===== config.mk =====
export PLATFORM = sky130hd
export DESIGN_NAME = cfcs_queue
export DESIGN_NICKNAME = d
export VERILOG_FILES = /design/src/rtl/cfcs_pkg.sv /design/src/rtl/cfcs_queue.sv
export SDC_FILE = /design/constraint.sdc
export NUM_CORES = 1
export LEC_CHECK = 0
export ABC_AREA = 1
export BUFFER_PORTS_ARGS = -buffer_cell sky130_fd_sc_hd__buf_2
export CAP_MARGIN = 15
export CORE_MARGIN = 4
export CORE_UTILIZATION = 24
export CTS_CLUSTER_DIAMETER = 30
export DETAILED_ROUTE_END_ITERATION = 6
export SLEW_MARGIN = 10
export SYNTH_ARGS = -nofsm -noshare
export SYNTH_HDL_FRONTEND = slang
export SYNTH_SLANG_ARGS = --single-unit

===== constraint.sdc =====
create_clock -name clk -period 16.01 [get_ports clk]
set_input_delay 3.202 -clock clk [delete_from_list [all_inputs] [get_ports clk]]
set_output_delay 3.202 -clock clk [all_outputs]
set_load 0.005 [all_outputs]

===== src/rtl/cfcs_pkg.sv =====
// cfcs_pkg: shared sizes, register indexes, queue entry type and the
// output saturation helper for the crossfade channel switch.
// No dependencies.
package cfcs_pkg;

  localparam int CHANNELS       = 5;
  localparam int SAMPLE_BITS    = 24;
  localparam int GAIN_FRAC_BITS = 16;

  localparam int GAIN_W = GAIN_FRAC_BITS + 1;
  localparam int STEP_W = 17;
  localparam int CH_W   = $clog2(CHANNELS);
  localparam int SEL_W  = 3;
  // compare width for the clamped gain update
  localparam int CW     = ((GAIN_W > STEP_W) ? GAIN_W : STEP_W) + 1;

  localparam int DATA_W  = CHANNELS * SAMPLE_BITS;
  localparam int TDATA_W = ((DATA_W + 7) / 8) * 8;

  localparam int PROD_W = SAMPLE_BITS + GAIN_W + 1;
  localparam int PW     = PROD_W - GAIN_FRAC_BITS;
  localparam int SUM_W  = PW + CH_W;

  localparam int QDEPTH = 2;
  localparam int QPTR_W = 1;

  localparam int CFG_IDX_W  = 1;
  localparam int CFG_DATA_W = STEP_W;

  localparam logic [CFG_IDX_W-1:0] CFG_DIRECTION = 1'd0;
  localparam logic [CFG_IDX_W-1:0] CFG_SLEW_STEP = 1'd1;

  localparam logic DIR_MUX   = 1'b0;
  localparam logic DIR_DEMUX = 1'b1;

  localparam logic [STEP_W-1:0] SLEW_STEP_RESET = STEP_W'(34);
  localparam logic [CW-1:0]     GAIN_FULL       = CW'(1) << GAIN_FRAC_BITS;

  typedef struct packed {
    logic [CHANNELS-1:0][GAIN_W-1:0]      gain;
    logic [CHANNELS-1:0][SAMPLE_BITS-1:0] smp;
    logic [CH_W-1:0]                      sel;
  } cfcs_entry_t;

  function automatic logic [SAMPLE_BITS-1:0] sat_sample(input logic signed [SUM_W-1:0] x);
    logic signed [SUM_W-1:0] hi;
    logic signed [SUM_W-1:0] lo;
    hi = $signed(SUM_W'((64'd1 << (SAMPLE_BITS - 1)) - 64'd1));
    lo = -hi - SUM_W'(1);
    if (x > hi) begin
      sat_sample = hi[SAMPLE_BITS-1:0];
    end else if (x < lo) begin
      sat_sample = lo[SAMPLE_BITS-1:0];
    end else begin
      sat_sample = x[SAMPLE_BITS-1:0];
    end
  endfunction

endpackage


===== src/rtl/cfcs_queue.sv =====
// cfcs_queue: two-entry queue between the gain front end and the
// multiply back end. Depends on cfcs_pkg.
module cfcs_queue (
  input  logic                  clk,
  input  logic                  rst_n,
  input  logic                  push_valid,
  output logic                  push_ready,
  input  cfcs_pkg::cfcs_entry_t push_data,
  output logic                  pop_valid,
  input  logic                  pop_ready,
  output cfcs_pkg::cfcs_entry_t pop_data
);
  import cfcs_pkg::*;

  cfcs_entry_t       mem_r [QDEPTH];
  logic [QPTR_W-1:0] wr_ptr_r, rd_ptr_r;
  logic [QPTR_W:0]   count_r;
  logic              push, pop;

  assign push_ready = (count_r != (QPTR_W + 1)'(QDEPTH));
  assign pop_valid  = (count_r != '0);
  assign push       = push_valid && push_ready;
  assign pop        = pop_valid && pop_ready;
  assign pop_data   = mem_r[rd_ptr_r];

  always_ff @(posedge clk) begin
    if (push) begin
      mem_r[wr_ptr_r] <= push_data;
    end
  end

  always_ff @(posedge clk) begin
    if (!rst_n) begin
      wr_ptr_r <= '0;
      rd_ptr_r <= '0;
      count_r  <= '0;
    end else begin
      if (push) begin
        wr_ptr_r <= wr_ptr_r + QPTR_W'(1);
      end
      if (pop) begin
        rd_ptr_r <= rd_ptr_r + QPTR_W'(1);
      end
      if (push && !pop) begin
        count_r <= count_r + (QPTR_W + 1)'(1);
      end else if (pop && !push) begin
        count_r <= count_r - (QPTR_W + 1)'(1);
      end
    end
  end

endmodule


==> impl_metrics.yaml <==
placed_design:
  io_buffers: 421
  placed_cells_incl_taps: 1948
  gp_congestion: 0.714
  pre_cts_ws_ns: 9.62
  placed_cell_area_um2: 18700
  dp_hpwl_mm: 23.7
clock_network:
  cts.sinks: 421
  clkTransAtPathRegs_ns: 0.05
  clk_latency_ns: 0.59
  cts_resized: 0
  htreeDepth: 3
  ctsHoldBuffers: 0
  cts-root-buf: "clkbuf_16"
  cts_setup_buffers: 0
  cts.path.max_buffers: 3
  cts_buffers: 88
  cts_tree: "yes"
run:
  max_cap_viol_count: 0
critical_path:
  crit_top_cell: "buf_4"
  critical_path_buf_inv_count: 3
  path_delay_family: "buffers and inverters"
  slowest_delay_ns: 0.86
  worst_setup_path_start_kind: "flop"
  critPathMaxFanout: 54
  reg2reg_depth: 6
  critical_path_class: "flop to primary output"
  crit_slowest_cell: "buf_4"
  crit_arrival_ns: 3.73
  required_ns: 12.81
  path_depth: 4
  critical_path.cell_chain: "buf_4, buf_4, mux2_2, buf_2"
  end_kind: "primary output"
grt:
  grt_max_degree: 68
  overflow: 0
  grt_pass1_wl_mm: 52.1
  grt_pass1_vias: 8962
  antenna_found_initial: 10
  track_usage_pct: 9.65
cells_and_area:
  fillerInstances: 6150
  layout_commonest_cell: "buf_2"
  drive_gt1_share_pct: 62.1
  multiInputGateArea_um2: 2850
  layout_common_cells: "421 x buf_2, 416 x edfxtp_1, 107 x mux2_2, 101 x mux2_4, 88 x clkbuf_16"
  area_growth_pct: 38.0
  final_area_um2: 21600
  fin_cells: 2112
  finish.net_count: 1396
  final-seq-area_um2: 12600
floorplan:
  die_area_um2: 69400
  num_rows: 93
  io_pins: 422
  die_x_um: 263
  core_um2: 64600
  initial_core_util_pct: 24.3
  die_y_um: 263
drt:
  totalWireLength_mm: 34.9
  vias: 8184
  drc: 0
  initialDrtViolationCount: 426
  postRouteAntennaNets: 0
  drt_first_pass_iters: 4
  wl_per_cell_um: 16.5
  via_per_inst: 3.88
sta:
  tightest_slew_ns: 0.965
  fin_skew_ns: 0.0148
  fin_ws_ns: 9.08
  tns_ns: 0
  finalCritPeriodShare_pct: 43.3
  rsz0062_at_grt: "false"
  final_hold_viol_count: 0
  final_max_slew_viol_count: 0
  clock.fmax_mhz: 144
  finalCriticalPeriod_ns: 6.93
  slew_headroom_pct: 35.7
  setup_violations: 0
yosys:
  syn-num-nets: 897
  synth_area_um2: 15700
  ys_ff_latch: 421
  avgSynthCellArea_um2: 22.9
  synthCells: 684
  netlist-cell-type-count: 15
  ys_seq_area_share_pct: 80.4
  yosys_warnings: 0
pwr:
  power.density_nw_per_um2: 176
  p_leak_nw: 8.22
  peakVddDrop_v: 0.000110
min_path:
  hp-class: "flop to flop"
  holdPathStages: 2
status:
  status: "complete, no violations"
==> registers in the layout (all words and copies together), names as in the netlist, named ones only <==
signal and flops:
count_r 2, mem_r 416, wr_ptr_r 1, rd_ptr_r 1
==> worst paths after layout <==
| path | start | endpoint | slack, ns |
|---|---|---|---|
| setup reg to reg | count_r[0] | mem_r[0][136] | 13.38 |
| hold reg to reg | rd_ptr_r | flop | 0.51 |
| setup / recovery | flop | pop_data[64] | 9.08 |
| hold / removal | rd_ptr_r | flop | 0.51 |
==> stage by stage <==
stage	power, mW	hold WS, ns	util, %
floorplan	1.90	0.467	-
global placement	2.11	0.481	29.0
detailed placement	2.12	0.505	29.0
CTS	3.87	0.516	33.4
global route	3.98	0.538	33.5
finish	3.80	0.509	33.5
==> cell families (layout without fill, tap and decap cells) <==
family / count (synthesis) / after routing / share of synthesized area, %
flip-flops: 421 / 421 / 80.4
other: 0 / 7 / 0
buffers and inverters: 31 / 597 / 1.53
multiplexers: 208 / 208 / 17.4
AO/OA/AOI/OAI: 4 / 4 / 0.144
adder cells (fa/ha/maj): 1 / 1 / 0.0799
AND/OR/NAND/NOR: 19 / 19 / 0.479
==> per-layer routing <==
metal | part of all wire, % | global-route usage [%] | up-vias
met5 | 0.066 | 0 | -
met4 | 2.9 | 5.08 | 4
met3 | 9.8 | 4.65 | 74
met2 | 50 | 16.1 | 340
met1 | 37 | 10.1 | 4013
li1 | - | - | 3753
==> power by group <==
| part | switching, mW | internal [mW] | total (mW) |
|---|---|---|---|
| Combinational | 0.310 | 0.325 | 0.635 |
| Sequential | 0.0486 | 1.40 | 1.45 |
| Clock | 0.565 | 1.15 | 1.72 |
| Total | 0.924 | 2.88 | 3.80 |
==> Yosys cell counts <==
cell type	count	area (um2)
ha_1	1	12.5
buf_2	8	40.0
o21ai_0	2	10.0
buf_6	15	169
nand2_1	9	33.8
inv_1	8	30.0
edfxtp_1	416	12500
mux2_4	101	1520
nor2_1	8	30.0
mux2_2	107	1200
o21a_1	1	7.51
nand3_1	1	5.00
a21oi_1	1	5.00
nand4_1	1	6.26
dfxtp_1	5	100
==> worst min-delay path: stages (launching register included) <==
cell     delay [ns]
dfxtp_1        0.32
nor2_1         0.06
nor2_1         0.09
==> cell type report <==
cell class / count / share of cell area (%)
sequential: 421 / 58.3
multi-input combinational: 232 / 13.2
clock buffer: 99 / 10.4
timing repair buffer: 432 / 10.1
tap: 855 / 4.95
clock inverter: 58 / 2.88
inverter: 8 / 0.139
antenna: 7 / 0.0810
(Power assumes the default switching activity.)
