--- config.mk ---
export PLATFORM = sky130hd
export DESIGN_NAME = cfcs_front
export DESIGN_NICKNAME = d
export VERILOG_FILES = /design/src/rtl/cfcs_pkg.sv /design/src/rtl/cfcs_front.sv
export SDC_FILE = /design/constraint.sdc
export NUM_CORES = 1
export LEC_CHECK = 0
export BUFFER_PORTS_ARGS = -buffer_cell sky130_fd_sc_hd__buf_2
export CORE_UTILIZATION = 48
export DETAILED_ROUTE_END_ITERATION = 10
export PLACE_DENSITY = 0.69
export SLEW_MARGIN = 25
export SYNTH_ARGS = -nofsm -noshare
export SYNTH_HDL_FRONTEND = slang
export SYNTH_SLANG_ARGS = --single-unit
--- constraint.sdc ---
create_clock -name clk -period 6.5 [get_ports clk]
set_input_delay 0.65 -clock clk [delete_from_list [all_inputs] [get_ports clk]]
set_output_delay 0.65 -clock clk [all_outputs]
set_load 0.005 [all_outputs]
--- src/rtl/cfcs_pkg.sv ---
// cfcs_pkg: shared sizes, register indexes, queue entry type and the
// output saturation helper for the crossfade channel switch.
// No dependencies.
package cfcs_pkg;

  localparam int CHANNELS       = 5;
  localparam int SAMPLE_BITS    = 24;
  localparam int GAIN_FRAC_BITS = 16;

  localparam int GAIN_W = GAIN_FRAC_BITS + 1;
  localparam int STEP_W = 17;
  localparam int CH_W   = $clog2(CHANNELS);
  localparam int SEL_W  = 3;
  // compare width for the clamped gain update
  localparam int CW     = ((GAIN_W > STEP_W) ? GAIN_W : STEP_W) + 1;

  localparam int DATA_W  = CHANNELS * SAMPLE_BITS;
  localparam int TDATA_W = ((DATA_W + 7) / 8) * 8;

  localparam int PROD_W = SAMPLE_BITS + GAIN_W + 1;
  localparam int PW     = PROD_W - GAIN_FRAC_BITS;
  localparam int SUM_W  = PW + CH_W;

  localparam int QDEPTH = 2;
  localparam int QPTR_W = 1;

  localparam int CFG_IDX_W  = 1;
  localparam int CFG_DATA_W = STEP_W;

  localparam logic [CFG_IDX_W-1:0] CFG_DIRECTION = 1'd0;
  localparam logic [CFG_IDX_W-1:0] CFG_SLEW_STEP = 1'd1;

  localparam logic DIR_MUX   = 1'b0;
  localparam logic DIR_DEMUX = 1'b1;

  localparam logic [STEP_W-1:0] SLEW_STEP_RESET = STEP_W'(34);
  localparam logic [CW-1:0]     GAIN_FULL       = CW'(1) << GAIN_FRAC_BITS;

  typedef struct packed {
    logic [CHANNELS-1:0][GAIN_W-1:0]      gain;
    logic [CHANNELS-1:0][SAMPLE_BITS-1:0] smp;
    logic [CH_W-1:0]                      sel;
  } cfcs_entry_t;

  function automatic logic [SAMPLE_BITS-1:0] sat_sample(input logic signed [SUM_W-1:0] x);
    logic signed [SUM_W-1:0] hi;
    logic signed [SUM_W-1:0] lo;
    hi = $signed(SUM_W'((64'd1 << (SAMPLE_BITS - 1)) - 64'd1));
    lo = -hi - SUM_W'(1);
    if (x > hi) begin
      sat_sample = hi[SAMPLE_BITS-1:0];
    end else if (x < lo) begin
      sat_sample = lo[SAMPLE_BITS-1:0];
    end else begin
      sat_sample = x[SAMPLE_BITS-1:0];
    end
  endfunction

endpackage

--- src/rtl/cfcs_front.sv ---
// cfcs_front: input side. Detects button edges, keeps the selection and
// slews the per-channel gains, then hands the beat to the queue.
// Depends on cfcs_pkg.
module cfcs_front (
  input  logic                        clk,
  input  logic                        rst_n,
  input  logic [cfcs_pkg::STEP_W-1:0] slew_step,
  input  logic                        in_valid,
  output logic                        in_ready,
  input  logic [cfcs_pkg::CHANNELS-1:0] buttons,
  input  logic [cfcs_pkg::DATA_W-1:0] samples,
  output logic                        push_valid,
  input  logic                        push_ready,
  output cfcs_pkg::cfcs_entry_t       push_data
);
  import cfcs_pkg::*;

  logic [CHANNELS-1:0]             btn_prev_r;
  logic [CH_W-1:0]                 cur_r, cur_nxt;
  logic [CHANNELS-1:0][GAIN_W-1:0] gain_r, gain_nxt;
  logic [CHANNELS-1:0]             rising;
  logic [CW-1:0]                   step_ext;
  logic [CW-1:0]                   g_ext;
  logic                            accept;

  assign in_ready   = push_ready;
  assign push_valid = in_valid;
  assign accept     = in_valid && push_ready;
  assign rising     = buttons & ~btn_prev_r;
  assign step_ext   = CW'(slew_step);

  always_comb begin
    cur_nxt = cur_r;
    // highest rising index wins
    for (int i = 0; i < CHANNELS; i++) begin
      if (rising[i]) begin
        cur_nxt = CH_W'(i);
      end
    end
    for (int i = 0; i < CHANNELS; i++) begin
      g_ext = CW'(gain_r[i]);
      if (CH_W'(i) == cur_nxt) begin
        if ((GAIN_FULL - g_ext) > step_ext) begin
          gain_nxt[i] = GAIN_W'(g_ext + step_ext);
        end else begin
          gain_nxt[i] = GAIN_FULL[GAIN_W-1:0];
        end
      end else begin
        if (g_ext > step_ext) begin
          gain_nxt[i] = GAIN_W'(g_ext - step_ext);
        end else begin
          gain_nxt[i] = '0;
        end
      end
    end
  end

  assign push_data.gain = gain_nxt;
  assign push_data.smp  = samples;
  assign push_data.sel  = cur_nxt;

  always_ff @(posedge clk) begin
    if (!rst_n) begin
      btn_prev_r <= '0;
      cur_r      <= '0;
      gain_r     <= '0;
    end else if (accept) begin
      btn_prev_r <= buttons;
      cur_r      <= cur_nxt;
      gain_r     <= gain_nxt;
    end
  end

endmodule

==> results by stage <==
Clock network:
- Clock latency on the worst-skew pair, taken at its later pin, is about 0.38 ns.
- The number of H-tree branching levels is 3.
- The number of clock sinks is 93.
- After clock tree synthesis, the clock-pin slew on the worst setup and hold paths is 0.08 ns.
- The maximum number of buffers from clock root to sink is 2.
- TritonCTS built the clock tree.
- Buffers added to address setup during post-CTS repair amount to 0.
- The clock root buffer is clkbuf_16.
- The number of CTS-inserted buffers is 9.

Power:
- Dividing total power by cell area gives a power density of around 180 mW/mm^2.
- The power dissipated by switching net loads is about 1.3 mW.
- Across the VDD grid, the largest voltage drop is around 0.14 mV.
- The leakage component of the power is between 7 and 8 nW.
- Net switching is around 44% of the power.
- The design internal power is approximately 1.6 mW.
- Per report_power, the clock group accounts for 22.4% of the total.
- The relative contribution of sequential cells to total power is 22.3%.
- Combinational cells account for roughly 55% of the total power.

STA:
- The final-report hold violation count came to 0.
- The final setup violation count is 0.
- The worst pin sits at a relative slew slack of between 20% and 30%.
- Timing would allow up to ~170 MHz.
- Setup total negative slack on the finished layout was measured at 0 ns.
- The hold slack is approximately 0.47 ns.
- The clock tree skew after final layout is just over 0.01 ns.
- The pin slew with the least headroom to its limit is approximately 1.1 ns.
- The final critical path time including I/O delays and setup is between 5 and 6 ns.
- Dividing the final minimum period by the clock period gives around nine tenths.
- The number of max-slew violations in the final report is 0.
- Setup repair after global routing left no endpoint under its margin.

Synth:
- Synthesis produced between 2,000 and 2,500 cells.
- The async set or reset register ratio after synthesis is 0%.
- For this run, the register share of the synthesized area comes to 11.4%.
- The number of register bits inferred by synthesis is 93.
- The post-synthesis cell type count is 84.
- Counting flops with a built-in enable in the synthesized netlist gives 0.
- Among all flip-flop cells after synthesis, the most frequent one is dfxtp_1.
- The average instance in the mapped netlist occupies around 7.4 um^2.
- For this run, the number of Yosys warnings is 0.
- The top cell type by area accounts for 19.1% of the synthesized area.
- The post-synthesis instance area is 0.0164 mm^2.
- After synthesis, the cell types taking the most area are ha_1 19%, dfxtp_1 11%, buf_4 5.7%.
- The number of nets in the synthesized netlist is 2,627.
- The dominant cell type by area after synthesis is ha_1.

Setup path:
- Measured in cells, the most critical reg-to-reg path has a length of 16.
- The endpoint of the most critical register-to-register path is gain_r[35].
- The critical path ends at push_data[169].
- STA classifies the critical path startpoint as a register.
- The start-to-end type of the worst setup path is reg2out.
- The biggest fanout along the worst timing path is 24.
- The launch point of the worst path is gain_r[36].
- For flop-to-flop paths, the worst setup slack is 1.57 ns.
- The worst endpoint data arrival time is around 5.2 ns.
- The worst register-to-register path begins at gain_r[36].
- The type of element capturing the critical path is a primary output.
- STA puts the critical path data required time at 5.85 ns.

Die:
- The floorplan step set the die width to approximately 190 um.
- The region available for standard cell placement spans ~0.034 mm^2.
- between 300 and 400 I/O pins were placed.
- The effective utilization at floorplan is 48.8%.
- The die area is roughly 0.035 mm^2.
- The height of the die is ~190 um.
- After floorplanning, the core was divided into 67 placement rows.

Placement:
- After legalization and detailed placement, the total HPWL measured approximately 40 mm.
- The port buffer count is 115.
- Routability-driven placement finished with a final weighted congestion of 0.945.

Finish:
- The layout has ~3,400 filler cells.
- The ratio of cells with drive above 1 in the final layout is under 10%.
- The net total in the final layout is 2,550.
- In the final layout, the multi-input gates occupy ~0.013 mm^2.
- Compared with the post-synthesis result, the final layout area differs by 1.86%.
- The sequential standard cell area is about 0.0019 mm^2.

GRT:
- The number of antenna violations at the first check in global routing is 1.
- The total global-route track usage is 31.8%.
- Entering global routing, the biggest net connects 66 pins.
- The number of global-route vias before repair is approximately 16,000.
- The total congestion overflow is 0.
- The first global-routing pass estimated 88.6 mm of wire.

Worst hold path:
- In this run the worst hold path is classified as reg2reg.
- The origin of the worst min-delay path is btn_prev_r[3].

Status:
- The flow ran to the end, and the final reports show no timing, DRC or antenna violations.

Routing:
- The average routed wire per standard cell is roughly 22 um.
- The first detailed-routing pass ran for 6 iterations.
- Wires add up to 56.7 mm.
- The via count is between 15,000 and 20,000.
- The antenna violation net count after detailed routing is 0.
- Using the TritonRoute via totals, the vias-per-cell ratio works out to around 6.5.
- In this run, the number of DRC markers left after iteration 0 of detailed routing was 1,525.
- The post-detailed-route DRC marker count is 0.

Job:
- Max-cap violations in this run came to 0.
[per-stage QoR]
stage	setup WS [ns]	total power [mW]	cells	utilization [%]	instance area, um^2
after floorplan	1.70	1.86	2221	-	16400
after global placement	1.16	2.21	2580	48.7	16300
final	0.679	2.94	2598	49.7	16700
after detailed placement	0.980	2.25	2580	48.7	16300
after CTS	0.554	2.92	2596	49.7	16700
after global routing	0.294	3.14	2598	49.7	16700
[power by group through the flow]
stage          sequential, mW  clock (mW)  combinational (mW)
6_report                0.657       0.658                1.63
4_1_cts                 0.654       0.672                1.60
3_5_place_dp            0.668           0                1.58
5_1_grt                 0.661       0.683                1.79
2_1_floorplan           0.647           0                1.21
3_3_place_gp            0.666           0                1.54
[worst max-delay path, cell delays in order, from the launching register on]
cell and delay (ns):
dfxtp_1 0.37, or4_1 0.65, nor3_1 0.32, nand2_1 0.13, or2_2 0.31, nor4_1 0.25
xnor2_1 0.11, ha_1 0.20, a211o_1 0.24, o211ai_1 0.09, a21oi_1 0.09, or3_1 0.34
o211ai_2 0.84, inv_1 0.27, a221oi_1 0.35, nor2_1 0.09, buf_2 0.13
[registers in the layout, indices dropped and copies added, names as in the netlist]
register,count
g_ext,17
btn_prev_r,5
gain_r,68
cur_r,3
[layout make-up]
cell class              instances  share of cell area [%]
diodes                          1                  0.0150
clock buffers                  10                    1.37
clock inverters                 6                   0.668
inverters                     119                    2.68
multi-input cells            1793                    76.7
flip-flops and latches         93                    11.2
well taps                     448                    3.36
repair buffers                128                    4.02
[metal layers]
metal / wire (um) / part of all wire (%) / track usage, %
met1: 24500 / 43 / 41.6
met2: 25000 / 44 / 51.1
met3: 4670 / 8.2 / 4.95
met4: 2430 / 4.3 / 15.0
met5: 0 / 0 / 0
[cell families after synthesis]
logic type / count (synthesis) / synth area share (%)
AOI/OAI and AO/OA: 688 / 30.0
xor gates and xnor gates: 78 / 4.17
adders and majority gates: 260 / 20.3
buffers and inverters: 335 / 10.6
DFF: 93 / 11.4
muxes: 8 / 0.497
and+or+nand+nor: 759 / 23.0
[timing repair]
| item | 4_1_cts | 5_1_grt |
|---|---|---|
| resized for setup | 0 | 1 |
| hold buffers | 0 | 0 |
| setup endpoints to repair | 0 | 1 |
| hold endpoints to repair | 0 | 0 |
[cell usage after synthesis (all sizes together) (12+ instances only)]
cell,count
clkbuf,80
o21ai,78
a21oi,158
o21bai,29
nor2,175
xor2,27
nor2b,27
and2,21
and3,20
inv,119
nor4,29
o211ai,28
xnor2,51
nor3,53
nand2b,41
o31ai,17
a21boi,44
buf,136
ha,250
or3,36
dfxtp,93
o2bb2ai,36
or2,18
nand2,219
or4,22
o21a,25
a211oi,22
o31a,16
o22a,12
a2bb2oi,13
a21o,40
o221ai,16
nand3,37
a221oi,34
nor3b,12
a31oi,22
nand4,28
[how the worst min path moves through the flow]
stage,to,slack [ns],cells past startpoint
finish,btn_prev_r[3],0.47,2
floorplan,btn_prev_r[2],0.44,2
global route,btn_prev_r[2],0.50,2
detailed placement,btn_prev_r[3],0.46,2
CTS,btn_prev_r[3],0.47,2
global placement,btn_prev_r[3],0.45,2
[layout by cell type (no fill, tap or decap), types with 36 or more instances in the layout]
master,instances
a21o_1,40
o21ai_0,74
a21boi_0,36
buf_2,116
inv_1,118
xnor2_1,51
dfxtp_1,93
nand2_1,218
nand2b_1,41
nor2_1,175
nor3_1,53
nand3_1,37
o2bb2ai_1,36
ha_1,250
a21oi_1,158
No activity file was read; power rests on OpenSTA's default activity.
